--- src/sv/tqpc_pkg.sv ---
// ----------------------------------------------------------------------------
// tqpc_pkg
// Types and constants shared by the transmit queue completion block.
// ----------------------------------------------------------------------------
package tqpc_pkg;

  localparam int LEN_BITS  = 16;
  localparam int BYTE_W    = 22;
  localparam int CNT_OUT_W = 7;

  localparam logic [BYTE_W-1:0] PEND_MAX = 22'h3FFFFF;

  // request codes
  localparam logic [1:0] REQ_ADD    = 2'd0;
  localparam logic [1:0] REQ_REPORT = 2'd1;
  localparam logic [1:0] REQ_CLEAR  = 2'd2;

  typedef struct packed {
    logic [1:0]          req_type;
    logic [LEN_BITS-1:0] msg_len;
    logic [BYTE_W-1:0]   byte_count;
  } in_item_t;

  typedef struct packed {
    logic                 accepted;
    logic [CNT_OUT_W-1:0] released_count;
    logic [CNT_OUT_W-1:0] queued_count;
    logic [BYTE_W-1:0]    pending_bytes;
    logic [LEN_BITS-1:0]  head_offset_out;
  } out_item_t;

endpackage

--- src/sv/tx_queue_partial_completion.sv ---
// ----------------------------------------------------------------------------
// tx_queue_partial_completion
// Transmit queue of message lengths with partial completion tracking.
// ----------------------------------------------------------------------------
// Usage:
//   in_valid/in_stall/in_data carries requests: add a message length, report
//   sent bytes, or clear the queue. out_valid/out_stall/out_data returns one
//   result per request with the queue state after that request.
//   Add, clear and unused codes: the request moves the state from idle to
//   done, the result register loads as done is left, and the next request
//   is taken back in idle. Sent-bytes report: the walk reads the length
//   memory one entry per cycle from the head, examining the messages popped
//   plus any partly sent head, then goes to done as above. The single read
//   port of the length memory sets this pace.
//   Reset empties the queue at once; the length memory is not cleared.
//   A stalled result stays in the output register; the next request is taken
//   and worked on meanwhile, and its result waits until the register frees.
// ----------------------------------------------------------------------------
module tx_queue_partial_completion #(
  parameter int QUEUE_DEPTH = 64
) (
  input  logic                clk,
  input  logic                rst_n,
  input  logic                in_valid,
  output logic                in_stall,
  input  tqpc_pkg::in_item_t  in_data,
  output logic                out_valid,
  input  logic                out_stall,
  output tqpc_pkg::out_item_t out_data
);

  localparam int PTR_W = $clog2(QUEUE_DEPTH);
  localparam int CNT_W = $clog2(QUEUE_DEPTH + 1);
  localparam int TOT_W = tqpc_pkg::LEN_BITS + CNT_W;
  localparam int CMP_W = (TOT_W > tqpc_pkg::BYTE_W) ? TOT_W : tqpc_pkg::BYTE_W;

  typedef enum logic [2:0] {
    S_IDLE = 3'b001,
    S_WALK = 3'b010,
    S_DONE = 3'b100
  } state_t;

  state_t                          state_r, state_nxt;
  logic [PTR_W-1:0]                head_r, head_nxt;
  logic [PTR_W-1:0]                tail_r, tail_nxt;
  logic [CNT_W-1:0]                count_r, count_nxt;
  logic [tqpc_pkg::LEN_BITS-1:0]   offset_r, offset_nxt;
  logic [TOT_W-1:0]                total_r, total_nxt;
  logic [tqpc_pkg::BYTE_W-1:0]     bytes_r, bytes_nxt;
  logic [CNT_W-1:0]                rel_r, rel_nxt;
  logic                            acc_r, acc_nxt;
  logic                            out_valid_r, out_valid_nxt;
  tqpc_pkg::out_item_t             out_data_r, out_data_nxt;

  logic                            in_xfer;
  logic                            wr_en;
  logic [PTR_W-1:0]                rd_addr;
  logic [tqpc_pkg::LEN_BITS-1:0]   rd_data;
  logic [PTR_W-1:0]                head_inc;
  logic [PTR_W-1:0]                tail_inc;
  logic [tqpc_pkg::LEN_BITS-1:0]   rest;
  logic [tqpc_pkg::BYTE_W-1:0]     rest_ext;
  logic [CMP_W-1:0]                total_ext;
  logic [tqpc_pkg::BYTE_W-1:0]     pending;
  logic                            out_free;

  assign in_stall  = (state_r != S_IDLE);
  assign in_xfer   = in_valid && !in_stall;
  assign out_valid = out_valid_r;
  assign out_data  = out_data_r;
  assign out_free  = !out_valid_r || !out_stall;

  assign head_inc = (head_r == PTR_W'(QUEUE_DEPTH - 1)) ? '0 : head_r + 1'b1;
  assign tail_inc = (tail_r == PTR_W'(QUEUE_DEPTH - 1)) ? '0 : tail_r + 1'b1;

  // read ahead the next head while walking so its length is ready after a pop
  assign rd_addr = (state_r == S_WALK) ? head_inc : head_r;
  assign wr_en   = in_xfer && (in_data.req_type == tqpc_pkg::REQ_ADD) &&
                   (count_r != CNT_W'(QUEUE_DEPTH));

  tqpc_ram #(
    .WIDTH (tqpc_pkg::LEN_BITS),
    .DEPTH (QUEUE_DEPTH)
  ) u_len_ram (
    .clk     (clk),
    .wr_en   (wr_en),
    .wr_addr (tail_r),
    .wr_data (in_data.msg_len),
    .rd_addr (rd_addr),
    .rd_data (rd_data)
  );

  assign rest     = rd_data - offset_r;
  assign rest_ext = tqpc_pkg::BYTE_W'(rest);

  // pending bytes saturate at the field maximum
  assign total_ext = CMP_W'(total_r);
  assign pending   = (total_ext > CMP_W'(tqpc_pkg::PEND_MAX)) ? tqpc_pkg::PEND_MAX
                                                              : tqpc_pkg::BYTE_W'(total_r);

  always_comb begin
    state_nxt     = state_r;
    head_nxt      = head_r;
    tail_nxt      = tail_r;
    count_nxt     = count_r;
    offset_nxt    = offset_r;
    total_nxt     = total_r;
    bytes_nxt     = bytes_r;
    rel_nxt       = rel_r;
    acc_nxt       = acc_r;
    out_valid_nxt = out_valid_r;
    out_data_nxt  = out_data_r;

    if (out_valid_r && !out_stall) begin
      out_valid_nxt = 1'b0;
    end

    case (state_r)
      S_IDLE: begin
        if (in_xfer) begin
          rel_nxt   = '0;
          acc_nxt   = 1'b1;
          state_nxt = S_DONE;
          case (in_data.req_type)
            tqpc_pkg::REQ_ADD: begin
              if (count_r == CNT_W'(QUEUE_DEPTH)) begin
                acc_nxt = 1'b0;
              end else begin
                tail_nxt  = tail_inc;
                count_nxt = count_r + 1'b1;
                total_nxt = total_r + TOT_W'(in_data.msg_len);
              end
            end
            tqpc_pkg::REQ_REPORT: begin
              bytes_nxt = in_data.byte_count;
              if (count_r != '0 && in_data.byte_count != '0) begin
                state_nxt = S_WALK;
              end
            end
            tqpc_pkg::REQ_CLEAR: begin
              head_nxt   = '0;
              tail_nxt   = '0;
              count_nxt  = '0;
              offset_nxt = '0;
              total_nxt  = '0;
            end
            default: begin
              acc_nxt = 1'b0;
            end
          endcase
        end
      end
      S_WALK: begin
        if (rest_ext > bytes_r) begin
          // head message only partly sent
          offset_nxt = offset_r + tqpc_pkg::LEN_BITS'(bytes_r);
          total_nxt  = total_r - TOT_W'(bytes_r);
          bytes_nxt  = '0;
          state_nxt  = S_DONE;
        end else begin
          bytes_nxt  = bytes_r - rest_ext;
          total_nxt  = total_r - TOT_W'(rest);
          head_nxt   = head_inc;
          count_nxt  = count_r - 1'b1;
          offset_nxt = '0;
          rel_nxt    = rel_r + 1'b1;
          if (count_r == CNT_W'(1) || bytes_r == rest_ext) begin
            state_nxt = S_DONE;
          end
        end
      end
      S_DONE: begin
        if (out_free) begin
          out_valid_nxt                = 1'b1;
          out_data_nxt.accepted        = acc_r;
          out_data_nxt.released_count  = tqpc_pkg::CNT_OUT_W'(rel_r);
          out_data_nxt.queued_count    = tqpc_pkg::CNT_OUT_W'(count_r);
          out_data_nxt.pending_bytes   = pending;
          out_data_nxt.head_offset_out = offset_r;
          state_nxt                    = S_IDLE;
        end
      end
      default: begin
        state_nxt = S_IDLE;
      end
    endcase
  end

  always_ff @(posedge clk) begin
    if (!rst_n) begin
      state_r     <= S_IDLE;
      head_r      <= '0;
      tail_r      <= '0;
      count_r     <= '0;
      offset_r    <= '0;
      total_r     <= '0;
      out_valid_r <= 1'b0;
    end else begin
      state_r     <= state_nxt;
      head_r      <= head_nxt;
      tail_r      <= tail_nxt;
      count_r     <= count_nxt;
      offset_r    <= offset_nxt;
      total_r     <= total_nxt;
      out_valid_r <= out_valid_nxt;
    end
  end

  always_ff @(posedge clk) begin
    bytes_r    <= bytes_nxt;
    rel_r      <= rel_nxt;
    acc_r      <= acc_nxt;
    out_data_r <= out_data_nxt;
  end

  // occupancy never passes the queue depth
  assert property (@(posedge clk) disable iff (!rst_n)
    count_r <= CNT_W'(QUEUE_DEPTH))
    else $error("queue occupancy above depth");

  // the walk only runs with entries left and bytes to spend
  assert property (@(posedge clk) disable iff (!rst_n)
    state_r == S_WALK |-> (count_r != '0 && bytes_r != '0))
    else $error("walk on empty queue or spent report");

  // a partly sent head implies a non-empty queue
  assert property (@(posedge clk) disable iff (!rst_n)
    offset_r != '0 |-> count_r != '0)
    else $error("head offset set on empty queue");

  // a request transfer always leaves idle
  assert property (@(posedge clk) disable iff (!rst_n)
    in_xfer |=> state_r != S_IDLE)
    else $error("request transfer did not start work");

endmodule

--- src/sv/tqpc_ram.sv ---
// ----------------------------------------------------------------------------
// tqpc_ram
// Generic simple dual-port RAM, one write and one registered read port.
// ----------------------------------------------------------------------------
module tqpc_ram #(
  parameter int WIDTH = 16,
  parameter int DEPTH = 64
) (
  input  logic                     clk,
  input  logic                     wr_en,
  input  logic [$clog2(DEPTH)-1:0] wr_addr,
  input  logic [WIDTH-1:0]         wr_data,
  input  logic [$clog2(DEPTH)-1:0] rd_addr,
  output logic [WIDTH-1:0]         rd_data
);

  logic [WIDTH-1:0] mem_r [DEPTH];
  logic [WIDTH-1:0] rd_data_r;

  always_ff @(posedge clk) begin
    if (wr_en) begin
      mem_r[wr_addr] <= wr_data;
    end
    rd_data_r <= mem_r[rd_addr];
  end

  assign rd_data = rd_data_r;

endmodule

--- config.mk ---
export PLATFORM = sky130hd
export DESIGN_NAME = tx_queue_partial_completion
export DESIGN_NICKNAME = d
export VERILOG_FILES = /design/src/sv/tqpc_pkg.sv /design/src/sv/tx_queue_partial_completion.sv /design/src/sv/tqpc_ram.sv
export SDC_FILE = /design/constraint.sdc
export NUM_CORES = 1
export LEC_CHECK = 0
export ABC_CLOCK_PERIOD_IN_PS = 19600
export BUFFER_PORTS_ARGS = -buffer_cell sky130_fd_sc_hd__buf_2
export CORE_ASPECT_RATIO = 1.75
export CORE_MARGIN = 1
export CORE_UTILIZATION = 50
export CTS_CLUSTER_SIZE = 24
export DETAILED_ROUTE_END_ITERATION = 8
export GPL_ROUTABILITY_DRIVEN = 0
export GPL_TIMING_DRIVEN = 1
export PLACE_DENSITY = 0.7
export SKIP_CTS_REPAIR_TIMING = 1
export SYNTH_ARGS = -nofsm -noshare
export SYNTH_HDL_FRONTEND = slang
export SYNTH_SLANG_ARGS = --single-unit
--- constraint.sdc ---
create_clock -name clk -period 19.6 [get_ports clk]
set_clock_uncertainty 0.2 [all_clocks]
set_input_delay 0 -clock clk [delete_from_list [all_inputs] [get_ports clk]]
set_output_delay 0 -clock clk [all_outputs]
set_load 0.01 [all_outputs]
## Word level (Yosys, flattened, before mapping)

Memory sizes are Yosys's and may differ from the RTL's. A register that Yosys moved wholly into a read port is not among the register bits.
Cells that the tools add are included.

| storage, ports and cells | value |
|---|---|
| bits in registers | 145 |
| RAM bits | 1024 |
| bits of input ports | 44 |
| output and inout port bits | 55 |
| word-level logic and storage cells | 120 |
| memories kept | 1 |

Memory list:

| name | depth | bits a word | rd ports | clocked after Yosys merged registers in | write ports | RTL line | RTL |
|---|---|---|---|---|---|---|---|
| u_len_ram.mem_r | 64 | 16 | 1 | 1 | 1 | tqpc_ram.sv:17 | `logic [WIDTH-1:0] mem_r [DEPTH];` |

| operators by class | value |
|---|---|
| add/sub/neg operators | 11 |
| order comparisons | 2 |
| equality and inequality tests | 21 |
| muxes and demuxes | 44 |
| reduce and logical (&&, ||, !) cells | 26 |

Operator list:

| kind | count |
|---|---|
| $pmux 23 s2 | 2 |
| $mux 23 | 3 |
| $mux 22 | 3 |
| $mux 16 | 3 |
| $pmux 22 s2 | 1 |
| $mux 6 | 7 |
| $pmux 7 s2 | 3 |
| $mux 7 | 5 |
| $pmux 16 s2 | 1 |
| $pmux 6 s2 | 2 |
| $add 23x16->23 | 1 |
| $gt 23x22->1 const B | 1 |
| $sub 23x16->23 | 1 |
| $sub 23x22->23 | 1 |
| $eq 22x16->1 | 1 |
| $gt 16x22->1 | 1 |
| $reduce_bool 22->1 | 1 |
| $sub 22x16->22 | 1 |
| $mux 3 | 6 |
| $add 16x16->16 | 1 |
| $sub 16x16->16 | 1 |
| $add 7x1->7 const B | 2 |
| $add 6x1->6 const B | 2 |
| $eq 6x6->1 const B | 2 |
| other kinds (28) | 52 |

## Depth between registers and ports, before layout

Gate-level depths: netlist of the first run.

| logic depth | value |
|---|---|
| depth in word-level cells | 7 |
| mapped depth | 31 |
| depth with buffers taken out | 29 |

## Hierarchy

A second synthesis of the first run with hierarchy kept.

| unflattened totals | value |
|---|---|
| cell total of the unflattened synthesis | 3017 |
| area, all modules | 50482.2 um^2 |

By module, submodules not included:

| module | instances | cells an instance | area each (um^2) | sequential area each (um^2) |
|---|---|---|---|---|
| tqpc_ram | 1 | 1829 | 40042.2 | 31069.8 |
| tx_queue_partial_completion | 1 | 1188 | 10440.0 | 3733.6 |

## Worst setup path before layout of the first run

No wires, ideal clock.

| timing path | value |
|---|---|
| path kind | register to register |
| start point | register offset_r[0] in the netlist's numbering |
| end point | register total_r[21], in the netlist total_ext[21] |
| setup time | 0.081 ns |
| arrival time | 6.461 ns |
| required time | 19.319 ns |
| path slack | 12.859 ns |
| stages on the path, launching flop included | 28 |
| path buffers | 3 |
| clock period less this slack | 6.741 ns |
| cell sequence | dfxtp_1 > ha_1 > inv_1 > fa_1 > a21o_1 > a211oi_1 > nor2b_1 > o41ai_1 > o211ai_1 > a21oi_1 > xor2_1 > ha_1 > a21oi_1 > o221ai_1 > a221oi_2 > and2_0 > clkbuf_1 > buf_2 > buf_1 > a21oi_1 > ha_1 > a2111o_1 > o21ai_0 > a211oi_1 > o21ai_0 > a21oi_1 > o32a_1 > a41oi_1 |

| between the ends | value |
|---|---|
| word-level cells in the longest chain between the ends | 4 |
| elaborated cells between the ends (all ways) | 5 |
| classes of those cells | 2 x add/sub; 1 x order compare; 2 x mux |

Ends and longest elaborated chain:

| element | RTL line | RTL |
|---|---|---|
| start: declaration | tx_queue_partial_completion.sv:47 | `logic [tqpc_pkg::LEN_BITS-1:0] offset_r, offset_nxt;` |
| start signal: assignment | tx_queue_partial_completion.sv:203 | `offset_r <= offset_nxt;` |
| $sub 16x16->16 * | tx_queue_partial_completion.sv:93 | `assign rest = rd_data - offset_r;` |
| $sub 23x16->23 or $gt 16x22->1 (tied branches) | tx_queue_partial_completion.sv:162, tx_queue_partial_completion.sv:154 |  |
| $mux 23 * | tx_queue_partial_completion.sv:154 | `if (rest_ext > bytes_r) begin` |
| $pmux 23 s2 * | tx_queue_partial_completion.sv:118 | `case (state_r)` |
| end signal: assignment | tx_queue_partial_completion.sv:204 | `total_r <= total_nxt;` |
| end: declaration | tx_queue_partial_completion.sv:48 | `logic [TOT_W-1:0] total_r, total_nxt;` |

Mark *: on every way between the ends. The rest lies on a longest branch, timed or not.
A chain may end at the register's enable or synchronous reset.

## Worst setup path after layout of the first run

Ends and elaborated chain as after synthesis.

==> results.toml, run 1 <==
[critical_path]
cp_max_fo = 15
rr_worst_depth = 25
path_class = "flop to flop"
cpPeakStageDelay_ps = 630
cpMaxStageDelayCell = "o41ai_1"
crit_required_ps = 20020
worst_setup_path_start_kind = "flop"
end_kind = "flop"
arrival_ps = 8150

[final_layout]
nets = 4182
fin_cells = 5451
layout-drive-gt1-share = 0.133
final_cell_area_mm2 = 0.0572
area_delta_synth_final_pct = 12.3

[timing]
fmax_mhz = 129
finalMaxSlewViolations = 0
finalSetupViolCount = 0
min_period_over_period = 0.394
rsz0062_at_grt = "false"
tightestPinTransition_ps = 1240
min_period_ps = 7730
holdWs_ps = -16.4
relSlewSlack = 0.171
hold_viol = 2
tns_ps = 0

[synth]
syn_inst = 3878
ys_seq_area_frac = 0.683
ys_warn_count = 0
synth_seq_cells = 1185
synth.distinct_cells = 71
synth-edff-count = 1107
syn_area_mm2 = 0.0510
post_synth.cell_area_avg_um2 = 13.1
synth_ff_type = "edfxtp_1"
async_flop_share = 0

[min_path]
holdPathStages = 4
hold_class = "input pin to flop"

[status]
violations = "hold timing"
status = "finished, violations left"

[global_routing]
grt_max_degree = 159
antenna_found_initial = 9
grt.overflow.total = 0
grt_pass1_vias = 32700
grt_first_pass_wirelength_um = 204000
grt_usage = 0.267

[clock_tree]
path_clk_slew_ps = 70
cts_tree = "built"
cts_root_buf = "clkbuf_16"
htreeDepth = 3
clock-sinks = 1185
insertion_delay_ps = 730
clockBufferDepth = 3
cts_inserted_buffers = 97

[power_and_ir_drop]
power_w = 0.00540
power_leakage_nw = 19.7
ir_drop_uv = 75.0
pwr_density_cell_mw_per_mm2 = 94.4

[floorplan]
die-area_mm2 = 0.103
die_h_um = 424
initial_core_util = 0.506
io_pins = 99
core_area_mm2 = 0.101
placementRows = 154
fp.dieW_um = 243

[place]
dpl_cell_area_mm2 = 0.0532
dp_cells = 5204
port_buffers = 98
hpwlAfterDp_um = 90200

[route]
drt_wl_total_um = 139000
routed-via-count = 33300
drcViolationCount = 0
ant_nets = 0
drtIter0Drc = 3152
wl_per_cell_um = 25.6
viasPerCell = 6.12
drt-pass1-iter-count = 6

[job]
maxCapViolations = 0
-- state kept, by name (all words and copies together) (netlist names), 7 cells and up --
name / cells
count_r: 7
bytes_r: 22
out_data: 53
total_ext: 23
rel_r: 7
offset_r: 16
u_len_ram.rd_data: 16
u_len_ram.mem_r: 1024
-- layer usage --
metal / global-route usage / up-vias / wire length (µm)
li1: - / 14900 / -
met2: 0.476 / 1499 / 72200
met4: 0.215 / 4 / 12400
met5: 0 / - / 28
met1: 0.279 / 16500 / 46000
met3: 0.0381 / 386 / 8660
-- cell usage in the layout (no fill, tap or decap), types with 14 or more instances in the layout --
master	n
edfxtp_1	1107
nand2_1	760
nand3_1	255
nor2_1	182
buf_4	110
a21oi_1	106
clkbuf_16	100
buf_2	98
a31oi_1	96
ha_1	96
and3_1	88
dfxtp_1	78
o21ai_0	71
mux2_2	65
mux4_2	64
dlygate4sd3_1	60
inv_1	54
a22oi_1	50
xnor2_1	44
a211oi_1	37
o22ai_1	36
a311oi_1	35
or2_2	31
nor3_1	31
nand4_1	30
a21o_1	29
xor2_1	27
o21a_1	24
o31a_1	21
o31ai_1	20
a32oi_1	19
and4_1	18
clkinv_1	17
clkinv_2	16
nor2b_1	14
o21ai_1	14
-- where the power goes --
group / leakage [nW] / switching (W) / internal [W]
Combinational: 7.48 / 0.000321 / 0.000185
Sequential: 10.6 / 0.0000458 / 0.00281
Clock: 1.62 / 0.000916 / 0.00113
-- cells in the mapped netlist, types with 31 or more instances --
| library cell | number | area (µm²) |
|---|---|---|
| and3_1 | 88 | 551 |
| o21ai_0 | 71 | 355 |
| a22oi_1 | 50 | 375 |
| nor3_1 | 31 | 155 |
| a211oi_1 | 37 | 278 |
| ha_1 | 96 | 1200 |
| mux2_2 | 66 | 743 |
| clkbuf_1 | 174 | 653 |
| o22ai_1 | 36 | 225 |
| a311oi_1 | 35 | 307 |
| xnor2_1 | 46 | 403 |
| a21oi_1 | 107 | 536 |
| edfxtp_1 | 1107 | 33200 |
| dfxtp_1 | 78 | 1560 |
| nor2_1 | 192 | 721 |
| a31oi_1 | 97 | 607 |
| mux4_2 | 64 | 1440 |
| nand3_1 | 255 | 1280 |
| nand2_1 | 761 | 2860 |
| or2_2 | 31 | 194 |
| inv_1 | 54 | 203 |
-- through the flow --
| step | utilization | setup slack (ps) |
|---|---|---|
| 3_3_place_gp | 0.528 | 12200 |
| 5_1_grt | 0.568 | 11290 |
| 4_1_cts | 0.562 | 11960 |
| 3_5_place_dp | 0.528 | 12000 |
| 6_report | 0.568 | 11870 |
| 2_1_floorplan | - | 12860 |
-- cell families (layout without fill, tap and decap cells) --
kind of cell / count (synthesis) / after routing / share of synthesized area
flops: 1185 / 1185 / 0.683
compound gates: 626 / 626 / 0.0829
xor+xnor: 73 / 73 / 0.0125
simple gates: 1485 / 1485 / 0.130
buf+inv: 271 / 508 / 0.0215
other cells: 1 / 11 / 0.0000736
mux: 136 / 136 / 0.0441
fa+ha+maj: 101 / 101 / 0.0255
-- path summary, 6_finish.rpt --
kind / to / slack [ps] / start
worst max-delay path: total_ext[21] / 11870 / offset_r[0]
worst min-delay path: bytes_r[18] / -20 / in_data[18]
worst max register to register: total_ext[21] / 11870 / offset_r[0]
worst min register to register: out_data[52] / 230 / acc_r
-- critical path: cells and delay by family, from the launching register on --
kind | cells | cell delay, ps
fa+ha+maj | 4 | 1240
compound gates | 17 | 4960
flops | 1 | 400
simple gates | 2 | 550
xor+xnor | 1 | 220
buf+inv | 1 | 50
-- final cells by class --
| class | count | area, µm² |
|---|---|---|
| multi-input combinational | 2427 | 15200 |
| tap | 1326 | 1660 |
| fill | 7839 | 43600 |
| timing repair buffer | 271 | 1980 |
| clock buffer | 116 | 2590 |
| clock inverter | 66 | 772 |
| sequential | 1185 | 34800 |
| antenna | 5 | 12.5 |
| inverter | 55 | 206 |
Power figures use the tool's default switching activity.
==> run 2: changes to the inputs <==
--- a/config.mk
+++ b/config.mk
@@ -5,7 +5,7 @@
 export SDC_FILE = /design/constraint.sdc
 export NUM_CORES = 1
 export LEC_CHECK = 0
-export ABC_CLOCK_PERIOD_IN_PS = 19600
+export ABC_CLOCK_PERIOD_IN_PS = 7000
 export BUFFER_PORTS_ARGS = -buffer_cell sky130_fd_sc_hd__buf_2
 export CORE_ASPECT_RATIO = 1.75
 export CORE_MARGIN = 1
@@ -14,7 +14,7 @@
 export DETAILED_ROUTE_END_ITERATION = 8
 export GPL_ROUTABILITY_DRIVEN = 0
 export GPL_TIMING_DRIVEN = 1
-export PLACE_DENSITY = 0.7
+export PLACE_DENSITY = 0.72
 export SKIP_CTS_REPAIR_TIMING = 1
 export SYNTH_ARGS = -nofsm -noshare
 export SYNTH_HDL_FRONTEND = slang
==> constraint.sdc (replaced) <==
create_clock -name clk -period 7 [get_ports clk]
set_clock_uncertainty 0.2 [all_clocks]
set_input_delay 0 -clock clk [delete_from_list [all_inputs] [get_ports clk]]
set_output_delay 0 -clock clk [all_outputs]
set_load 0.01 [all_outputs]
==> results.toml, run 2 (same netlist as run 1, synthesis figures left out) <==
[timing]
min_period_over_period = 0.943
holdWs_ps = 64.2
fmax_mhz = 151
tightestPinTransition_ps = 1220
hold_viol = 0
min_period_ps = 6600
relSlewSlack = 0.187
finalSetupViolCount = 0
rsz0062_at_grt = "true"
finalMaxSlewViolations = 0
fin_ws_ps = 399

[power_and_ir_drop]
pwr_density_cell_mw_per_mm2 = 264
ir_drop_uv = 214
power_leakage_nw = 19.9

[clock_tree]
cts_inserted_buffers = 100
clock-sinks = 1185
cts_root_buf = "clkbuf_16"
cts_tree = "built"
insertion_delay_ps = 720
clockBufferDepth = 3
path_clk_slew_ps = 70
htreeDepth = 3

[global_routing]
grt_pass1_vias = 33200
antenna_found_initial = 3
grt_usage = 0.272
grt_max_degree = 151
grt.overflow.total = 0
grt_first_pass_wirelength_um = 208000

[status]
status = "finished clean"

[final_layout]
area_delta_synth_final_pct = 13.0
final_common_cell = "edfxtp_1"
regMostFlops = "u_len_ram.mem_r"
nets = 4217
final_cell_mix = "edfxtp_1 (1,107), nand2_1 (760), nand3_1 (255)"
largest_reg_flops = 1024
layout-drive-gt1-share = 0.141

[route]
routed-via-count = 33700
drt-pass1-iter-count = 7
drcViolationCount = 0
drtIter0Drc = 3370
drt_wl_total_um = 142000
viasPerCell = 6.14
ant_nets = 0
wl_per_cell_um = 25.8

[place]
hpwlAfterDp_um = 91400
pre_cts_slack_ps = -7.79
port_buffers = 98

[floorplan]
fp.dieW_um = 243
placementRows = 154
io_pins = 99
initial_core_util = 0.506
die_h_um = 424
core_area_mm2 = 0.101
die-area_mm2 = 0.103

[critical_path]
worst_setup_path_start_kind = "flop"
arrival_ps = 7060
path_class = "flop to flop"
rrSetupSlack_ps = 400
crit_required_ps = 7460
end_kind = "flop"
cp_max_fo = 6

[min_path]
hold_class = "input pin to flop"

[job]
maxCapViolations = 0
[run 2: layer usage]
layer	GRT usage	vias to the layer above	part of all wire
met2	0.489	1634	0.52
met5	0	-	0.000078
li1	-	15000	-
met1	0.286	16600	0.32
met3	0.0378	470	0.066
met4	0.210	2	0.084
[run 2: critical path, cell delays in order (launching register included)]
cell and delay [ps]:
dfxtp_1 400, ha_1 170, inv_1 50, fa_1 410, a21o_1 210, a211oi_1 240
nor2b_1 90, o41ai_1 280, buf_4 200, o211ai_1 100, a21oi_1 190, xor2_1 210
ha_1 340, a21oi_2 190, o221ai_1 140, a221oi_2 390, nand2_1 190, o21ai_0 300
ha_1 310, nor2b_1 170, o31a_1 290, o21ai_0 180, buf_4 160, a211oi_4 70
o21a_1 230, o31a_1 310, or4_1 400, nand3_1 90
[run 2: metrics by stage]
stage / setup TNS (ps) / area (µm²) / utilization / std cells / total power (W)
3_5_place_dp: -7.79 / 53500 / 0.531 / 5230 / 0.00952
6_report: 0 / 57600 / 0.571 / 5490 / 0.0152
3_3_place_gp: 0 / 53500 / 0.531 / 5230 / 0.00949
2_1_floorplan: 0 / 51000 / - / 3883 / 0.00897
4_1_cts: -45.2 / 56900 / 0.564 / 5420 / 0.0152
5_1_grt: -69.8 / 57600 / 0.571 / 5488 / 0.0157
[run 2: power breakdown]
| part | internal (W) | switching [W] | leakage [nW] | total [W] |
|---|---|---|---|---|
| Sequential | 0.00786 | 0.000129 | 10.6 | 0.00799 |
| Combinational | 0.000540 | 0.000909 | 7.66 | 0.00145 |
| Clock | 0.00317 | 0.00261 | 1.66 | 0.00579 |
[run 2: path summary, 6_finish.rpt]
kind | start | to | depth (start not counted)
worst max-delay path | offset_r[0] | total_ext[22] | 27
worst max register to register | offset_r[0] | total_ext[22] | 27
worst min-delay path | in_data[21] | bytes_r[21] | 4
worst min register to register | acc_r | out_data[52] | 0
[run 2: cell type report]
cell class                 instances  area [µm²]
antenna                            4        10.0
clock buffer                     113        2550
tap                             1326        1660
sequential                      1185       34800
clock inverter                    77         831
multi-input combinational       2427       15200
timing repair buffer             303        2280
fill                            7759       43200
inverter                          55         206
